--- src/sv/clws_pkg.sv ---
// shared types, codes and command tables for the character lcd write sequencer
package clws_pkg;

	localparam int unsigned WAIT_W = 15;
	localparam int unsigned IDX_W = 4;

	// request codes
	localparam logic [1:0] OP_CMD = 2'd0;
	localparam logic [1:0] OP_CHAR = 2'd1;
	localparam logic [1:0] OP_AT_POS = 2'd2;
	localparam logic [1:0] OP_INIT = 2'd3;

	// lcd instruction codes
	localparam logic [7:0] CMD_FUNC_4BIT = 8'h28;
	localparam logic [7:0] CMD_FUNC_8BIT = 8'h38;
	localparam logic [7:0] CMD_CLEAR = 8'h01;
	localparam logic [7:0] CMD_HOME = 8'h02;
	localparam logic [7:0] CMD_ENTRY = 8'h06;
	localparam logic [7:0] CMD_DISP_ON = 8'h0C;
	localparam logic [7:0] CMD_DDRAM_ROW0 = 8'h80;

	// power-up delays
	localparam logic [WAIT_W-1:0] WAIT_POWER_UP = 15'd20000;
	localparam logic [WAIT_W-1:0] WAIT_SECOND = 15'd5000;
	localparam logic [WAIT_W-1:0] WAIT_THIRD = 15'd150;
	localparam logic [WAIT_W-1:0] WAIT_NONE = 15'd0;

	// last byte index of each request kind
	localparam logic [IDX_W-1:0] IDX_FIRST = 4'd0;
	localparam logic [IDX_W-1:0] IDX_SECOND = 4'd1;
	localparam logic [IDX_W-1:0] IDX_INIT_LAST = 4'd8;

	typedef struct packed {
		logic load;
		logic emit;
		logic step;
	} dp_cmd_t;

	typedef struct packed {
		logic last;
	} dp_status_t;

	typedef struct packed {
		logic register_select;
		logic [7:0] bus_value;
		logic [WAIT_W-1:0] wait_before_us;
		logic last;
	} xfer_t;

	function automatic logic [7:0] row_base(input logic [1:0] row);
		logic [7:0] base;
		case (row)
			2'd0: base = 8'h80;
			2'd1: base = 8'hC0;
			2'd2: base = 8'h94;
			default: base = 8'hD4;
		endcase
		return base;
	endfunction

	function automatic logic [7:0] init_cmd(input logic [IDX_W-1:0] idx, input logic mode8);
		logic [7:0] fs;
		logic [7:0] cmd;
		fs = mode8 ? CMD_FUNC_8BIT : CMD_FUNC_4BIT;
		case (idx)
			4'd0, 4'd1, 4'd2, 4'd7: cmd = fs;
			4'd3: cmd = CMD_CLEAR;
			4'd4: cmd = CMD_HOME;
			4'd5: cmd = CMD_ENTRY;
			4'd6: cmd = CMD_DISP_ON;
			default: cmd = CMD_DDRAM_ROW0;
		endcase
		return cmd;
	endfunction

	function automatic logic [WAIT_W-1:0] init_wait(input logic [IDX_W-1:0] idx);
		logic [WAIT_W-1:0] w;
		case (idx)
			4'd0: w = WAIT_POWER_UP;
			4'd1: w = WAIT_SECOND;
			4'd2: w = WAIT_THIRD;
			default: w = WAIT_NONE;
		endcase
		return w;
	endfunction

endpackage

--- src/sv/clws_req_if.sv ---
// request channel: one lcd request per beat
interface clws_req_if;
	logic valid;
	logic ready;
	logic [1:0] op;
	logic [7:0] byte_value;
	logic [2:0] row;
	logic [7:0] column;

	modport source (output valid, output op, output byte_value, output row, output column,
		input ready);
	modport sink (input valid, input op, input byte_value, input row, input column,
		output ready);
endinterface

--- src/sv/clws_xfer_if.sv ---
// transfer channel: one lcd bus transfer per beat
interface clws_xfer_if;
	logic valid;
	logic ready;
	logic register_select;
	logic [7:0] bus_value;
	logic [clws_pkg::WAIT_W-1:0] wait_before_us;
	logic last;

	modport source (output valid, output register_select, output bus_value,
		output wait_before_us, output last, input ready);
	modport sink (input valid, input register_select, input bus_value,
		input wait_before_us, input last, output ready);
endinterface

--- src/sv/char_lcd_write_sequencer.sv ---
// top level of the character lcd write sequencer
// Expands each lcd request (command byte, character byte, character at a row and
// column, or power-up initialization) into the bus transfers the display needs.
// Each transfer beat carries the register-select level, the data-line value and
// the wait in microseconds before its enable strobe; last marks the final beat of
// a request. bus_mode (cfg_we / cfg_wdata, reset 0) picks 4-bit transfers, high
// nibble then low nibble in bits 3..0, or whole 8-bit transfers; write it only
// while no request is in flight. One request is handled at a time: it is accepted,
// then each transfer is prepared and then presented, the present step holding while
// the sink is not ready; a request makes from 1 to 18 transfers. The controller's
// prepare/present loop over the held request sets this sequence.
module char_lcd_write_sequencer (
	input logic clk,
	input logic arst_n,
	input logic cfg_we,
	input logic cfg_wdata,
	clws_req_if.sink req,
	clws_xfer_if.source xfer
);

	clws_pkg::dp_cmd_t dp_cmd;
	clws_pkg::dp_status_t dp_status;
	clws_pkg::xfer_t dp_xfer;

	// sequencing: accept, then prepare / present each transfer
	clws_ctrl u_ctrl (
		.clk (clk),
		.arst_n (arst_n),
		.req_valid (req.valid),
		.req_ready (req.ready),
		.xfer_valid (xfer.valid),
		.xfer_ready (xfer.ready),
		.cmd (dp_cmd),
		.status (dp_status)
	);

	// request hold, byte selection, nibble split and output register
	clws_datapath u_datapath (
		.clk (clk),
		.arst_n (arst_n),
		.cfg_we (cfg_we),
		.cfg_wdata (cfg_wdata),
		.op (req.op),
		.byte_value (req.byte_value),
		.row (req.row),
		.column (req.column),
		.cmd (dp_cmd),
		.status (dp_status),
		.xfer (dp_xfer)
	);

	// output beat payload straight from the datapath output register
	assign xfer.register_select = dp_xfer.register_select;
	assign xfer.bus_value = dp_xfer.bus_value;
	assign xfer.wait_before_us = dp_xfer.wait_before_us;
	assign xfer.last = dp_xfer.last;

endmodule

--- src/sv/clws_ctrl.sv ---
// controller state machine for the lcd write sequencer
module clws_ctrl (
	input logic clk,
	input logic arst_n,
	input logic req_valid,
	output logic req_ready,
	output logic xfer_valid,
	input logic xfer_ready,
	output clws_pkg::dp_cmd_t cmd,
	input clws_pkg::dp_status_t status
);

	typedef enum logic [2:0] {
		ST_IDLE = 3'b001,
		ST_PREP = 3'b010,
		ST_SEND = 3'b100
	} state_t;

	state_t state_q;
	state_t state_nxt;

	always_comb begin
		state_nxt = state_q;
		req_ready = 1'b0;
		xfer_valid = 1'b0;
		cmd = '0;
		case (state_q)
			ST_IDLE: begin
				req_ready = 1'b1;
				if (req_valid) begin
					cmd.load = 1'b1;
					state_nxt = ST_PREP;
				end
			end
			ST_PREP: begin
				cmd.emit = 1'b1;
				state_nxt = ST_SEND;
			end
			ST_SEND: begin
				xfer_valid = 1'b1;
				if (xfer_ready) begin
					if (status.last) begin
						state_nxt = ST_IDLE;
					end else begin
						cmd.step = 1'b1;
						state_nxt = ST_PREP;
					end
				end
			end
			default: begin
				state_nxt = ST_IDLE;
			end
		endcase
	end

	always_ff @(posedge clk or negedge arst_n) begin
		if (!arst_n) begin
			state_q <= ST_IDLE;
		end else begin
			state_q <= state_nxt;
		end
	end

endmodule

--- src/sv/clws_datapath.sv ---
// datapath: request hold, byte and nibble sequencing, transfer output register
module clws_datapath (
	input logic clk,
	input logic arst_n,
	input logic cfg_we,
	input logic cfg_wdata,
	input logic [1:0] op,
	input logic [7:0] byte_value,
	input logic [2:0] row,
	input logic [7:0] column,
	input clws_pkg::dp_cmd_t cmd,
	output clws_pkg::dp_status_t status,
	output clws_pkg::xfer_t xfer
);

	logic mode8_q;
	logic [1:0] op_q;
	logic [7:0] bv_q;
	logic [1:0] row_q;
	logic [7:0] col_q;
	logic [clws_pkg::IDX_W-1:0] idx_q;
	logic half_q;
	clws_pkg::xfer_t xfer_q;

	logic [7:0] cur_byte;
	logic cur_rs;
	logic [clws_pkg::IDX_W-1:0] final_idx;
	logic byte_done;
	clws_pkg::xfer_t xfer_nxt;

	always_comb begin
		cur_byte = bv_q;
		cur_rs = 1'b0;
		final_idx = clws_pkg::IDX_FIRST;
		case (op_q)
			clws_pkg::OP_CMD: begin
				cur_byte = bv_q;
			end
			clws_pkg::OP_CHAR: begin
				cur_rs = 1'b1;
			end
			clws_pkg::OP_AT_POS: begin
				final_idx = clws_pkg::IDX_SECOND;
				cur_rs = idx_q[0];
				// cursor address wraps in eight bits
				cur_byte = idx_q[0] ? bv_q : clws_pkg::row_base(row_q) + col_q;
			end
			clws_pkg::OP_INIT: begin
				final_idx = clws_pkg::IDX_INIT_LAST;
				cur_byte = clws_pkg::init_cmd(idx_q, mode8_q);
			end
			default: begin
				cur_byte = bv_q;
			end
		endcase
	end

	assign byte_done = mode8_q | half_q;

	always_comb begin
		xfer_nxt.register_select = cur_rs;
		if (mode8_q) begin
			xfer_nxt.bus_value = cur_byte;
		end else begin
			xfer_nxt.bus_value = {4'b0000, half_q ? cur_byte[3:0] : cur_byte[7:4]};
		end
		if (op_q == clws_pkg::OP_INIT && !half_q) begin
			xfer_nxt.wait_before_us = clws_pkg::init_wait(idx_q);
		end else begin
			xfer_nxt.wait_before_us = clws_pkg::WAIT_NONE;
		end
		xfer_nxt.last = byte_done && (idx_q == final_idx);
	end

	always_ff @(posedge clk or negedge arst_n) begin
		if (!arst_n) begin
			mode8_q <= 1'b0;
			idx_q <= '0;
			half_q <= 1'b0;
		end else begin
			if (cfg_we) begin
				mode8_q <= cfg_wdata;
			end
			if (cmd.load) begin
				// an invalid row skips the cursor byte
				idx_q <= (op == clws_pkg::OP_AT_POS && row[2]) ? clws_pkg::IDX_SECOND
					: clws_pkg::IDX_FIRST;
				half_q <= 1'b0;
			end else if (cmd.step) begin
				if (byte_done) begin
					idx_q <= idx_q + 1'b1;
					half_q <= 1'b0;
				end else begin
					half_q <= 1'b1;
				end
			end
		end
	end

	always_ff @(posedge clk) begin
		if (cmd.load) begin
			op_q <= op;
			bv_q <= byte_value;
			row_q <= row[1:0];
			col_q <= column;
		end
		if (cmd.emit) begin
			xfer_q <= xfer_nxt;
		end
	end

	assign xfer = xfer_q;
	assign status.last = xfer_q.last;

endmodule
--- src/flat_wrapper.sv ---
// flat-port wrapper written by rule: the top's interface ports become plain ports
module char_lcd_write_sequencer_flat 
  (clk, arst_n, cfg_we, cfg_wdata, req_valid, req_op, req_byte_value, req_row, req_column, req_ready, xfer_valid, xfer_register_select, xfer_bus_value, xfer_wait_before_us, xfer_last, xfer_ready);
  clws_req_if req_i ();
  clws_xfer_if xfer_i ();
  input logic clk;
  input logic arst_n;
  input logic cfg_we;
  input logic cfg_wdata;
  input wire logic [$bits(req_i.valid)-1:0] req_valid;
  input wire logic [$bits(req_i.op)-1:0] req_op;
  input wire logic [$bits(req_i.byte_value)-1:0] req_byte_value;
  input wire logic [$bits(req_i.row)-1:0] req_row;
  input wire logic [$bits(req_i.column)-1:0] req_column;
  output wire logic [$bits(req_i.ready)-1:0] req_ready;
  output wire logic [$bits(xfer_i.valid)-1:0] xfer_valid;
  output wire logic [$bits(xfer_i.register_select)-1:0] xfer_register_select;
  output wire logic [$bits(xfer_i.bus_value)-1:0] xfer_bus_value;
  output wire logic [$bits(xfer_i.wait_before_us)-1:0] xfer_wait_before_us;
  output wire logic [$bits(xfer_i.last)-1:0] xfer_last;
  input wire logic [$bits(xfer_i.ready)-1:0] xfer_ready;
  assign req_i.valid = req_valid;
  assign req_i.op = req_op;
  assign req_i.byte_value = req_byte_value;
  assign req_i.row = req_row;
  assign req_i.column = req_column;
  assign req_ready = req_i.ready;
  assign xfer_valid = xfer_i.valid;
  assign xfer_register_select = xfer_i.register_select;
  assign xfer_bus_value = xfer_i.bus_value;
  assign xfer_wait_before_us = xfer_i.wait_before_us;
  assign xfer_last = xfer_i.last;
  assign xfer_i.ready = xfer_ready;
  char_lcd_write_sequencer u_core (.clk(clk), .arst_n(arst_n), .cfg_we(cfg_we), .cfg_wdata(cfg_wdata), .req(req_i), .xfer(xfer_i));
endmodule
--- config.mk ---
export PLATFORM = sky130hd
export DESIGN_NAME = char_lcd_write_sequencer_flat
export DESIGN_NICKNAME = d
export VERILOG_FILES = /design/src/sv/clws_pkg.sv /design/src/sv/clws_req_if.sv /design/src/sv/clws_xfer_if.sv /design/src/sv/char_lcd_write_sequencer.sv /design/src/sv/clws_ctrl.sv /design/src/sv/clws_datapath.sv /design/src/flat_wrapper.sv
export SDC_FILE = /design/constraint.sdc
export NUM_CORES = 1
export LEC_CHECK = 0
export CORE_MARGIN = 8
export CORE_UTILIZATION = 45
export CTS_BUF_LIST = sky130_fd_sc_hd__clkbuf_8
export CTS_CLUSTER_SIZE = 40
export DETAILED_ROUTE_END_ITERATION = 7
export DONT_BUFFER_PORTS = 1
export HOLD_SLACK_MARGIN = 0.15
export MAX_ROUTING_LAYER = met4
export PLACE_DENSITY = 0.6
export SYNTH_ARGS = -nofsm -noshare
export SYNTH_HDL_FRONTEND = slang
export SYNTH_SLANG_ARGS = --single-unit
--- constraint.sdc ---
create_clock -name clk -period 1.9 [get_ports clk]
set_input_delay 0 -clock clk [delete_from_list [all_inputs] [get_ports clk]]
set_output_delay 0 -clock clk [all_outputs]
set_load 0.005 [all_outputs]
==> results of run 1 <==
## power groups by stage
stage                     Clock [µW]  Sequential [µW]  Combinational [µW]
after floorplan                    0             1470                 712
after global placement             0             1510                 921
after detailed placement           0             1520                 943
after global routing             575             1530                1220
final                            523             1500                1100
after CTS                        535             1500                1040
## cell usage after synthesis (3+ instances only)
cell type and instances:
a21boi_0 3, a21oi_1 4, a31oi_1 5, and2_1 3, buf_4 11, dfrtp_1 8
edfxtp_1 35, ha_1 12, inv_1 11, mux2_2 3, mux2i_1 4, nand2_1 9
nand2b_1 3, nand3_1 7, nor2_1 12, nor3b_1 3, nor4_1 3, o211ai_1 3
## cells by family after synthesis
logic type	count (synthesis)
compound gates	34
xor+xnor	2
fa+ha+maj	12
buf+inv	26
flops	44
mux	7
other cells	1
simple gates	53
## sequential cells by signal (all words and copies together), names as in the netlist
name	count
u_core.u_datapath.op_q	2
u_core.u_ctrl.state_q	3
u_core.u_datapath.mode8_q	1
u_core.u_datapath.half_q	1
u_core.u_datapath.col_q	8
u_core.u_datapath.status	1
u_core.u_datapath.bv_q	8
u_core.u_datapath.row_q	2
u_core.u_datapath.xfer	14
u_core.u_datapath.idx_q	4
## worst reg2reg max path, cell delays in order (launching register included)
cell,delay [ns]
edfxtp_1,0.39
ha_2,0.22
ha_4,0.20
mux2_2,0.25
a221o_1,0.33
a311oi_2,0.22
a31oi_1,0.07
## metrics by stage
step | utilization [%] | area (µm²) | std cells | setup slack (ns) | setup TNS (ns)
after floorplan | - | 2230 | 181 | -0.0454 | -0.0454
after global placement | 48.4 | 2300 | 243 | -0.0468 | -0.0468
after detailed placement | 48.4 | 2300 | 243 | -0.0930 | -0.0930
after CTS | 56.4 | 2680 | 279 | -0.0995 | -0.0995
after global routing | 57.3 | 2720 | 279 | -0.172 | -0.226
final | 57.3 | 2720 | 279 | -0.0742 | -0.0742
## layout make-up
cell class	instances	area share [%]
Clock inverter	2	0.276
Timing Repair Buffer	38	13.5
Sequential cell	44	46.9
Multi-Input combinational cell	111	32.1
Clock buffer	5	2.53
Tap cell	67	3.08
Inverter	12	1.65
## worst min-delay path by stage
stage / start / end / slack [ns] / depth (start not counted)
floorplan: arst_n / u_core.u_ctrl.state_q[1]$_DFFE_PN0P_ / -0.30 / 0
global placement: arst_n / u_core.u_datapath.idx_q[3]$_DFFE_PN0P_ / -0.30 / 0
detailed placement: arst_n / u_core.u_datapath.idx_q[3]$_DFFE_PN0P_ / -0.30 / 0
CTS: req_column[2] / u_core.u_datapath.col_q[2]$_DFFE_PP_ / 0.32 / 1
global route: req_column[3] / u_core.u_datapath.col_q[3]$_DFFE_PP_ / 0.31 / 1
finish: req_byte_value[1] / u_core.u_datapath.bv_q[1]$_DFFE_PP_ / 0.32 / 1
## timing repair
item | in CTS | in global routing
hold endpoints to repair | 38 | 0
endpoints found under the setup margin | 1 | 7
hold buffers | 28 | 0
setup buffers | 1 | 0
pin swaps | 3 | 4
resized for setup | 2 | 10
## routing by layer
| metal | routed length [µm] | share of wire (%) |
|---|---|---|
| met1 | 2120 | 48 |
| met2 | 2060 | 47 |
| met3 | 196 | 4.4 |
| met4 | 56 | 1.3 |
| met5 | 0 | 0 |
==> summary.txt, run 1 <==
Worst setup path
  – Critical path endpoint: u_core.u_datapath.xfer[19]$_DFFE_PP_
  – Count of buffer and inverter cells on the critical path: 0
  – Max incr delay on CP: between 0.3 and 0.4 ns
  – Reg2reg start: u_core.u_datapath.col_q[2]$_DFFE_PP_
  – R2R depth: 6
  – Reg2Reg Setup Slack: -0.07 ns
  – Startpoint types: register
  – CP Depth: 6
  – Critical Path RT: around 1.9 ns
  – Setup crit start: u_core.u_datapath.col_q[2]$_DFFE_PP_
  – Cell chain of the critical path: ha_2 -> ha_4 -> mux2_2 -> a221o_1 -> a311oi_2 -> a31oi_1
  – Slowest-stage cell, CP: edfxtp_1
  – Critical path class: register to register
  – CP endpoint kind: register
  – Worst R2R End: u_core.u_datapath.xfer[19]$_DFFE_PP_
  – Crit-path leading delay family: compound AO/OA/AOI/OAI gates
  – CP Max Fanout: 2
  – Critical path data arrival time: 1.98 ns

Cells and area
  – Multi-input logic area: just under 900 µm²
  – Layout area overhead: 22.6%
  – Share of layout cells above drive strength 1: between 15 and 20%
  – Nets: approximately 250
  – Most frequent cells in the layout: edfxtp_1 (35), dlygate4sd3_1 (28), inv_1 (11)
  – FF+latch area: ~1300 µm²
  – Fillers: between 400 and 500
  – Ant diodes: 0
  – Leading cell type in the layout, fill and taps excluded: edfxtp_1

GRT
  – Most crowded layer after global routing: met2
  – Total GRT Usage: 12.9%
  – Vias in the first global route: between 1,500 and 2,000
  – GR Layer Usage met2: between 20% and 30%
  – Pin count of the biggest net entering global routing: 22
  – Initial antenna violation count: 0
  – Congestion Overflow GR: 0
  – Met3 global-route usage: 3.88%
  – Met1 global-route usage: between 10% and 20%
  – First-pass GRT wire length: 7240 µm

Power
  – Flop pwr share: roughly 48%
  – Total power: around 3100 µW
  – Maximum vdd drop: 452 µV
  – Sw Share: around a third
  – Leakage power: 0.00102 µW
  – Power Density: approximately 1100 nW/µm²
  – Logic pwr share: about a third
  – Clk pwr share: about 17%
  – Net Sw Power: roughly 1000 µW
  – Int Pwr: between 2000 and 2500 µW

Placement
  – # port buffers: 0
  – Final GP Congestion: 0.941
  – HPWL Detailed: about 3200 µm

Drt
  – Vias/cell: around 5.4
  – Final wirelength: ~4400 µm
  – Iter 0 DRT Violations: 79
  – Routed via count: around 1,500
  – Drt pass-1 iters: 4
  – Final ANT Viol Nets: 0
  – Wirelength per Cell: 15.9 µm
  – DRC viols: 0

STA
  – Min Hold Slack: approximately 0.32 ns
  – Slew margin rel.: around three fifths
  – Highest clock rate: 507 MHz
  – Fin. max-slew vios: 0
  – Hold Vio Cnt, Final: 0
  – Worst Tran Pin Value: 0.614 ns
  – Fin crit share: 104%
  – Worst Skew: between 0.005 and 0.006 ns
  – RSZ-0062 raised after global routing: true
  – Final min period: between 1.5 and 2 ns
  – Setup Viol. Count Final: 1
  – Setup ws final: -0.0742 ns

Logic synthesis
  – Ys async rst share: between 20% and 30%
  – Combinational family with the most area after synthesis: simple AND/OR/NAND/NOR gates
  – Post-synthesis compound-gate area fraction: 10.9%
  – Mux cell area share after synthesis: roughly 3.3%
  – Simple-gate share of the synthesized area: 14.2%
  – Yosys warns: 0
  – Synth area leaders: edfxtp_1 (47%), dfrtp_1 (9.0%), ha_1 (6.8%)
  – Post-Synth XOR/XNOR Area: less than 1%
  – #FFs+latches synth: 44
  – Number of synthesized flops with an enable pin: 35
  – Cell variety after synth: 48
  – Cells after synthesis: approximately 180
  – Synthesized area: 2220 µm²
  – Post-Syn Area per Cell: around 12 µm²
  – Register area share after synthesis: approximately 57%
  – Post-Synth Adder-Cell Area: under 10%
  – Leading register cell type out of synthesis: edfxtp_1
  – Post-synth top area share: 47.3%
  – Dominant cell type by area after synthesis: edfxtp_1

Floorplan
  – Chip width: roughly 86 µm
  – Die extent in y: 86.3 µm
  – Core area: 4750 µm²
  – Starting density of the core: around 47%
  – Die area: between 7000 and 8000 µm²
  – FP Rows: 25
  – IO Pins: 54

Clock tree
  – Bufs on Longest Clock Path: 2
  – CTS tree: yes
  – Clock transition at path regs: about 0.070 ns
  – CTS root buf: clkbuf_8
  – CTS Buf Count: 5
  – Worst skew pair latency: 0.29 ns
  – Sink Count: 44
  – H-tree levels: 2

Status
  – Status: finished with violations
  – Failing checks: setup timing

Min path
  – Min-delay worst type: primary input to register

Job
  – Max-cap viol count: 0
(Power assumes the default switching activity.)
==> inputs of run 2 (changes only) <==
--- a/config.mk
+++ b/config.mk
@@ -13,7 +13,7 @@
 export DONT_BUFFER_PORTS = 1
 export HOLD_SLACK_MARGIN = 0.15
 export MAX_ROUTING_LAYER = met4
-export PLACE_DENSITY = 0.6
+export PLACE_DENSITY_LB_ADDON = 0.25
 export SYNTH_ARGS = -nofsm -noshare
 export SYNTH_HDL_FRONTEND = slang
 export SYNTH_SLANG_ARGS = --single-unit
==> run 2 against run 1 <==
The flow still finishes with violations (setup timing); largest cell class unchanged; global-route usage is 0.45 points higher; final cell count is 0.36% lower; critical path depth unchanged; clock power increased by 32%; total power grew 3.6%; hold slack improved by 0.0027 ns; sequential power about the same; sequential share of layout area hardly changed; non-clock buffer count fell by 2.
==> summary.txt, run 2 (synthesis gave the netlist of run 1 again) <==
Status
  – Status: finished with violations
  – Failing checks: setup timing

Min path
  – Hold EP: u_core.u_datapath.col_q[4]$_DFFE_PP_
  – HP Start: req_column[4]
  – Min-delay worst type: primary input to register
  – Hold path cells: 1 (unchanged)

Cells and area
  – Share of layout cells above drive strength 1: 15.2% (-0.87 points)
  – Leading cell type in the layout, fill and taps excluded: edfxtp_1
  – Max FFs per register: 14 (unchanged)
  – Ant diodes: 0 (unchanged)
  – FF+latch area: 1280 µm² (unchanged)
  – Layout area overhead: 22.5% (about the same)
  – Finished Cell Area: 2720 µm² (about the same)
  – Fillers: 410 (-1.9%)
  – Multi-input logic area: 855 µm² (-2.1%)
  – Final core utilization: 57.2% (about the same)
  – Nets: 249 (-0.80%)
  – Most frequent cells in the layout: edfxtp_1 (35), dlygate4sd3_1 (28), inv_1 (12)

Power
  – Flop pwr share: 46.4% (-1.6 points)
  – Leakage power: 0.00104 µW (+1.4%)
  – Power Density: 1190 nW/µm² (+3.7%)
  – Logic pwr share: 32.3% (-3.0 points)
  – Net Sw Power: 1040 µW (+0.32%)
  – Maximum vdd drop: 713 µV (+58%)
  – Total power: 3240 µW (+3.6%)
  – Clk pwr share: 21.3% (+4.6 points)
  – Sw Share: 32.0% (-1.0 points)
  – Int Pwr: 2200 µW (+5.2%)

STA
  – Worst Skew: 0.00387 ns (-0.00132 ns)
  – Slew margin rel.: 58.1% (-0.78 points)
  – Final min period: 1.93 ns (-0.0411 ns)
  – RSZ-0062 raised after global routing: true
  – Setup ws final: -0.0332 ns (+0.0411 ns)
  – Fin crit share: 102% (-2.2 points)
  – Fin. max-slew vios: 0 (unchanged)
  – Setup Viol. Count Final: 1 (unchanged)
  – Worst Tran Pin Value: 0.626 ns (+0.0117 ns)
  – Highest clock rate: 517 MHz (+2.1%)
  – Hold Vio Cnt, Final: 0 (unchanged)

Floorplan
  – Die extent in y: 86.3 µm (unchanged)
  – Core area: 4750 µm² (unchanged)
  – IO Pins: 54 (unchanged)
  – Starting density of the core: 46.7% (unchanged)
  – Chip width: 86.3 µm (unchanged)
  – Die area: 7440 µm² (unchanged)
  – FP Rows: 25 (unchanged)

Clock tree
  – CTS tree: yes
  – CTS root buf: clkbuf_8
  – Sink Count: 44 (unchanged)
  – Bufs on Longest Clock Path: 2 (unchanged)
  – H-tree levels: 2 (unchanged)
  – Clock transition at path regs: 0.08 ns (about the same)
  – Worst skew pair latency: 0.29 ns (about the same)
  – CTS Buf Count: 5 (unchanged)

Placement
  – HPWL Detailed: 3310 µm (+3.9%)
  – Final GP Congestion: 0.943 (+0.23%)
  – # port buffers: 0 (unchanged)
  – DP Worst Slack: -0.0684 ns (+0.0246 ns)
  – Post-DP Area: 2300 µm² (-0.33%)

Drt
  – Iter 0 DRT Violations: 140 (+77%)
  – Drt pass-1 iters: 4 (unchanged)
  – Wirelength per Cell: 16.0 µm (+0.38%)
  – Final ANT Viol Nets: 0 (unchanged)
  – Final wirelength: 4440 µm (about the same)
  – Vias/cell: 5.32 (-1.2%)
  – DRC viols: 0 (unchanged)
  – Routed via count: 1,478 (-1.5%)

Worst setup path
  – Reg2reg start: u_core.u_datapath.col_q[2]$_DFFE_PP_
  – Reg2Reg Setup Slack: -0.03 ns (+0.04 ns)
  – Critical path class: register to register
  – CP endpoint kind: register
  – CP Max Fanout: 2 (unchanged)
  – Critical path data arrival time: 1.95 ns (-0.03 ns)
  – Startpoint types: register
  – R2R depth: 6 (unchanged)
  – Worst R2R End: u_core.u_datapath.xfer[19]$_DFFE_PP_
  – Critical Path RT: 1.91 ns (about the same)

GRT
  – First-pass GRT wire length: 7580 µm (+4.7%)
  – Vias in the first global route: 1,608 (+7.0%)
  – Initial antenna violation count: 0 (unchanged)
  – Congestion Overflow GR: 0 (unchanged)
  – Pin count of the biggest net entering global routing: 19 (-14%)
  – Total GRT Usage: 13.3% (+0.45 points)

Job
  – Max-cap viol count: 0 (unchanged)
-- run 2: power groups by stage --
stage                     clock network, µW  registers, µW  logic, µW
after floorplan                           0           1470        712
after global placement                    0           1510        926
after detailed placement                  0           1520        941
after CTS                               699           1500       1020
after global routing                    745           1530       1170
final                                   689           1500       1050
-- run 2: worst max path at each step --
stage,startpoint,end,cells after the start
after floorplan,u_core.u_datapath.row_q[1]$_DFFE_PP_,u_core.u_datapath.xfer[19]$_DFFE_PP_,7
after global placement,u_core.u_datapath.row_q[1]$_DFFE_PP_,u_core.u_datapath.xfer[19]$_DFFE_PP_,6
after detailed placement,u_core.u_datapath.col_q[2]$_DFFE_PP_,u_core.u_datapath.xfer[19]$_DFFE_PP_,6
after CTS,u_core.u_datapath.col_q[2]$_DFFE_PP_,u_core.u_datapath.xfer[19]$_DFFE_PP_,6
after global routing,u_core.u_datapath.row_q[1]$_DFFE_PP_,u_core.u_datapath.xfer[19]$_DFFE_PP_,6
final,u_core.u_datapath.col_q[2]$_DFFE_PP_,u_core.u_datapath.xfer[19]$_DFFE_PP_,6
-- run 2: final cells by class --
| cell class | count | share of cell area, % |
|---|---|---|
| repair buffers | 36 | 13.0 |
| inverters | 12 | 1.66 |
| clock buffers | 5 | 2.53 |
| multi-input cells | 111 | 31.4 |
| well taps | 67 | 3.08 |
| flip-flops and latches | 44 | 46.9 |
| clock inverters | 3 | 1.43 |
-- run 2: worst max-delay path: stages, from the launching register on --
cell      delay [ns]
edfxtp_1        0.39
ha_2            0.22
ha_4            0.21
mux2_2          0.25
a221o_1         0.30
a311oi_1        0.21
a31oi_1         0.06
-- run 2: per-layer routing --
| layer | global-route usage, % | wire length (µm) |
|---|---|---|
| met1 | 15.0 | 2040 |
| met2 | 21.6 | 2090 |
| met3 | 4.35 | 252 |
| met4 | 4.85 | 59 |
| met5 | - | 0 |
-- run 2: timing repair --
action                                 4_1_cts  5_1_grt
resized for setup                            2        5
buffers inserted                             0        0
hold buffers                                28        0
endpoints found under the hold margin       40        0
setup endpoints to repair                    1        6
-- run 2: stage by stage --
step           hold slack, ns  instances  setup TNS [ns]
4_1_cts                 0.319        278        -0.00853
3_5_place_dp           -0.295        242         -0.0684
6_report                0.327        278         -0.0332
5_1_grt                 0.305        278          -0.109
3_3_place_gp           -0.295        242         -0.0606
2_1_floorplan          -0.296        181         -0.0454
==> inputs of run 3 (changes only) <==
--- a/config.mk
+++ b/config.mk
@@ -13,7 +13,7 @@
 export DONT_BUFFER_PORTS = 1
 export HOLD_SLACK_MARGIN = 0.15
 export MAX_ROUTING_LAYER = met4
-export PLACE_DENSITY_LB_ADDON = 0.25
+export SKIP_CTS_REPAIR_TIMING = 1
 export SYNTH_ARGS = -nofsm -noshare
 export SYNTH_HDL_FRONTEND = slang
 export SYNTH_SLANG_ARGS = --single-unit
==> run 3 against run 2 <==
The run still ends with setup timing left; non-clock buffer count is 2 higher; critical path depth did not move; flip-flop and latch count stayed put; critical endpoint unchanged; utilization stayed put; largest power group unchanged; count of clock-buffer cells in the layout unchanged; die area unchanged.
==> summary.txt, run 3 (synthesis gave the netlist of run 1 again) <==
STA
  – Fin crit share: 109% (+7.3 points)
  – Hold Vio Cnt, Final: 0 (unchanged)
  – Min Hold Slack: 0.325 ns (-0.00230 ns)
  – Highest clock rate: 483 MHz (-6.7%)
  – Setup TNS Final: -0.172 ns (-0.139 ns)
  – RSZ-0062 raised after global routing: true
  – Final min period: 2.07 ns (+0.139 ns)
  – Worst Skew: 0.00367 ns (-0.000199 ns)
  – Setup ws final: -0.172 ns (-0.139 ns)
  – Fin. max-slew vios: 0 (unchanged)
  – Worst Tran Pin Value: 0.620 ns (-0.00569 ns)
  – Setup Viol. Count Final: 1 (unchanged)
  – Slew margin rel.: 58.5% (+0.38 points)

Floorplan
  – Die extent in y: 86.3 µm (unchanged)
  – Chip width: 86.3 µm (unchanged)
  – IO Pins: 54 (unchanged)
  – Core area: 4750 µm² (unchanged)
  – Starting density of the core: 46.7% (unchanged)
  – FP Rows: 25 (unchanged)
  – Die area: 7440 µm² (unchanged)

Cells and area
  – Layout area overhead: 22.5% (unchanged)
  – Max FFs per register: 14 (unchanged)
  – Share of layout cells above drive strength 1: 16.5% (+1.3 points)
  – Ant diodes: 0 (unchanged)
  – Finished Cell Area: 2720 µm² (unchanged)
  – Leading cell type in the layout, fill and taps excluded: edfxtp_1
  – Final core utilization: 57.2% (unchanged)
  – Nets: 251 (+0.80%)
  – Most frequent cells in the layout: edfxtp_1 (35), dlygate4sd3_1 (27), inv_1 (11)

Clock tree
  – Worst skew pair latency: 0.29 ns (about the same)
  – Clock transition at path regs: 0.07 ns (about the same)
  – CTS root buf: clkbuf_8
  – H-tree levels: 2 (unchanged)
  – CTS Buf Count: 5 (unchanged)
  – Sink Count: 44 (unchanged)
  – CTS tree: yes
  – Bufs on Longest Clock Path: 2 (unchanged)

Status
  – Status: finished with violations
  – Failing checks: setup timing

Worst setup path
  – Count of buffer and inverter cells on the critical path: 0 (unchanged)
  – Critical path data arrival time: 2.08 ns (+0.13 ns)
  – Slowest-stage cell, CP: edfxtp_1
  – Crit-path leading delay family: compound AO/OA/AOI/OAI gates
  – Critical path class: register to register
  – Max incr delay on CP: 0.41 ns (+0.02 ns)
  – CP endpoint kind: register
  – Critical Path RT: 1.91 ns (about the same)
  – CP Max Fanout: 2 (unchanged)
  – Startpoint types: register
  – Cell chain of the critical path: ha_2 -> ha_4 -> mux2_2 -> a221o_1 -> a311oi_2 -> a31oi_1

Drt
  – Final ANT Viol Nets: 0 (unchanged)
  – Vias/cell: 5.43 (+2.1%)
  – Wirelength per Cell: 16.1 µm (+0.85%)
  – DRC viols: 0 (unchanged)
  – Iter 0 DRT Violations: 96 (-31%)
  – Drt pass-1 iters: 4 (unchanged)
  – Final wirelength: 4490 µm (+1.2%)
  – Routed via count: 1,514 (+2.4%)

Job
  – Max-cap viol count: 0 (unchanged)

GRT
  – Met1 global-route usage: 14.5% (-0.50 points)
  – Initial antenna violation count: 0 (unchanged)
  – GR Layer Usage met2: 16.9% (-4.7 points)
  – Met3 global-route usage: 3.97% (-0.38 points)
  – Total GRT Usage: 11.7% (-1.6 points)
  – First-pass GRT wire length: 6510 µm (-14%)
  – Congestion Overflow GR: 0 (unchanged)
  – Most crowded layer after global routing: met2
  – Vias in the first global route: 1,319 (-18%)
  – Pin count of the biggest net entering global routing: 22 (+3)

Placement
  – HPWL Detailed: 3190 µm (-3.7%)
  – Final GP Congestion: 0.941 (-0.23%)
  – # port buffers: 0 (unchanged)
  – Post-DP Area: 2300 µm² (+0.33%)

Power
  – Maximum vdd drop: 450 µV (-37%)
  – Power Density: 1140 nW/µm² (-4.0%)
  – Leakage power: 0.00102 µW (-1.3%)

Min path
  – Min-delay worst type: primary input to register
-- run 3: area by class of cell --
cell class / count / area (µm²)
Fill cell: 415 / 2030
Sequential cell: 44 / 1280
Multi-Input combinational cell: 111 / 873
Timing Repair Buffer: 38 / 365
Tap cell: 67 / 83.8
Clock buffer: 5 / 68.8
Inverter: 12 / 45.0
Clock inverter: 2 / 7.51
-- run 3: path summary, 6_finish.rpt --
kind / startpoint / to / slack (ns) / depth (start not counted)
min in group asynchronous: arst_n / u_core.u_datapath.idx_q[1]$_DFFE_PN0P_ / 0.60 / 2
worst min-delay path: req_byte_value[3] / u_core.u_datapath.bv_q[3]$_DFFE_PP_ / 0.33 / 1
worst max register to register: u_core.u_datapath.row_q[1]$_DFFE_PP_ / u_core.u_datapath.xfer[19]$_DFFE_PP_ / -0.17 / 6
max in group asynchronous: arst_n / u_core.u_ctrl.state_q[0]$_DFFE_PN1P_ / 0.97 / 2
worst max-delay path: u_core.u_datapath.row_q[1]$_DFFE_PP_ / u_core.u_datapath.xfer[19]$_DFFE_PP_ / -0.17 / 6
worst min register to register: u_core.u_datapath.half_q$_DFFE_PN0P_ / u_core.u_datapath.half_q$_DFFE_PN0P_ / 0.58 / 2
-- run 3: where the power goes --
group	total [µW]	internal (µW)	switching [µW]
registers	1500	1330	169
clock network	523	242	281
logic	1080	502	581
-- run 3: stage by stage --
| step | instances | total power, µW | setup WS, ns |
|---|---|---|---|
| 6_report | 279 | 3110 | -0.172 |
| 3_5_place_dp | 243 | 2460 | -0.0930 |
| 4_1_cts | 250 | 2980 | -0.102 |
| 5_1_grt | 279 | 3310 | -0.284 |
| 2_1_floorplan | 181 | 2180 | -0.0454 |
| 3_3_place_gp | 243 | 2430 | -0.0468 |
-- run 3: layer usage --
| metal | share of wire (%) | routed length [µm] | vias up |
|---|---|---|---|
| li1 | - | - | 720 |
| met1 | 46 | 2070 | 724 |
| met2 | 47 | 2120 | 64 |
| met3 | 5.5 | 245 | 6 |
| met4 | 1.2 | 56 | 0 |
| met5 | 0 | 0 | - |
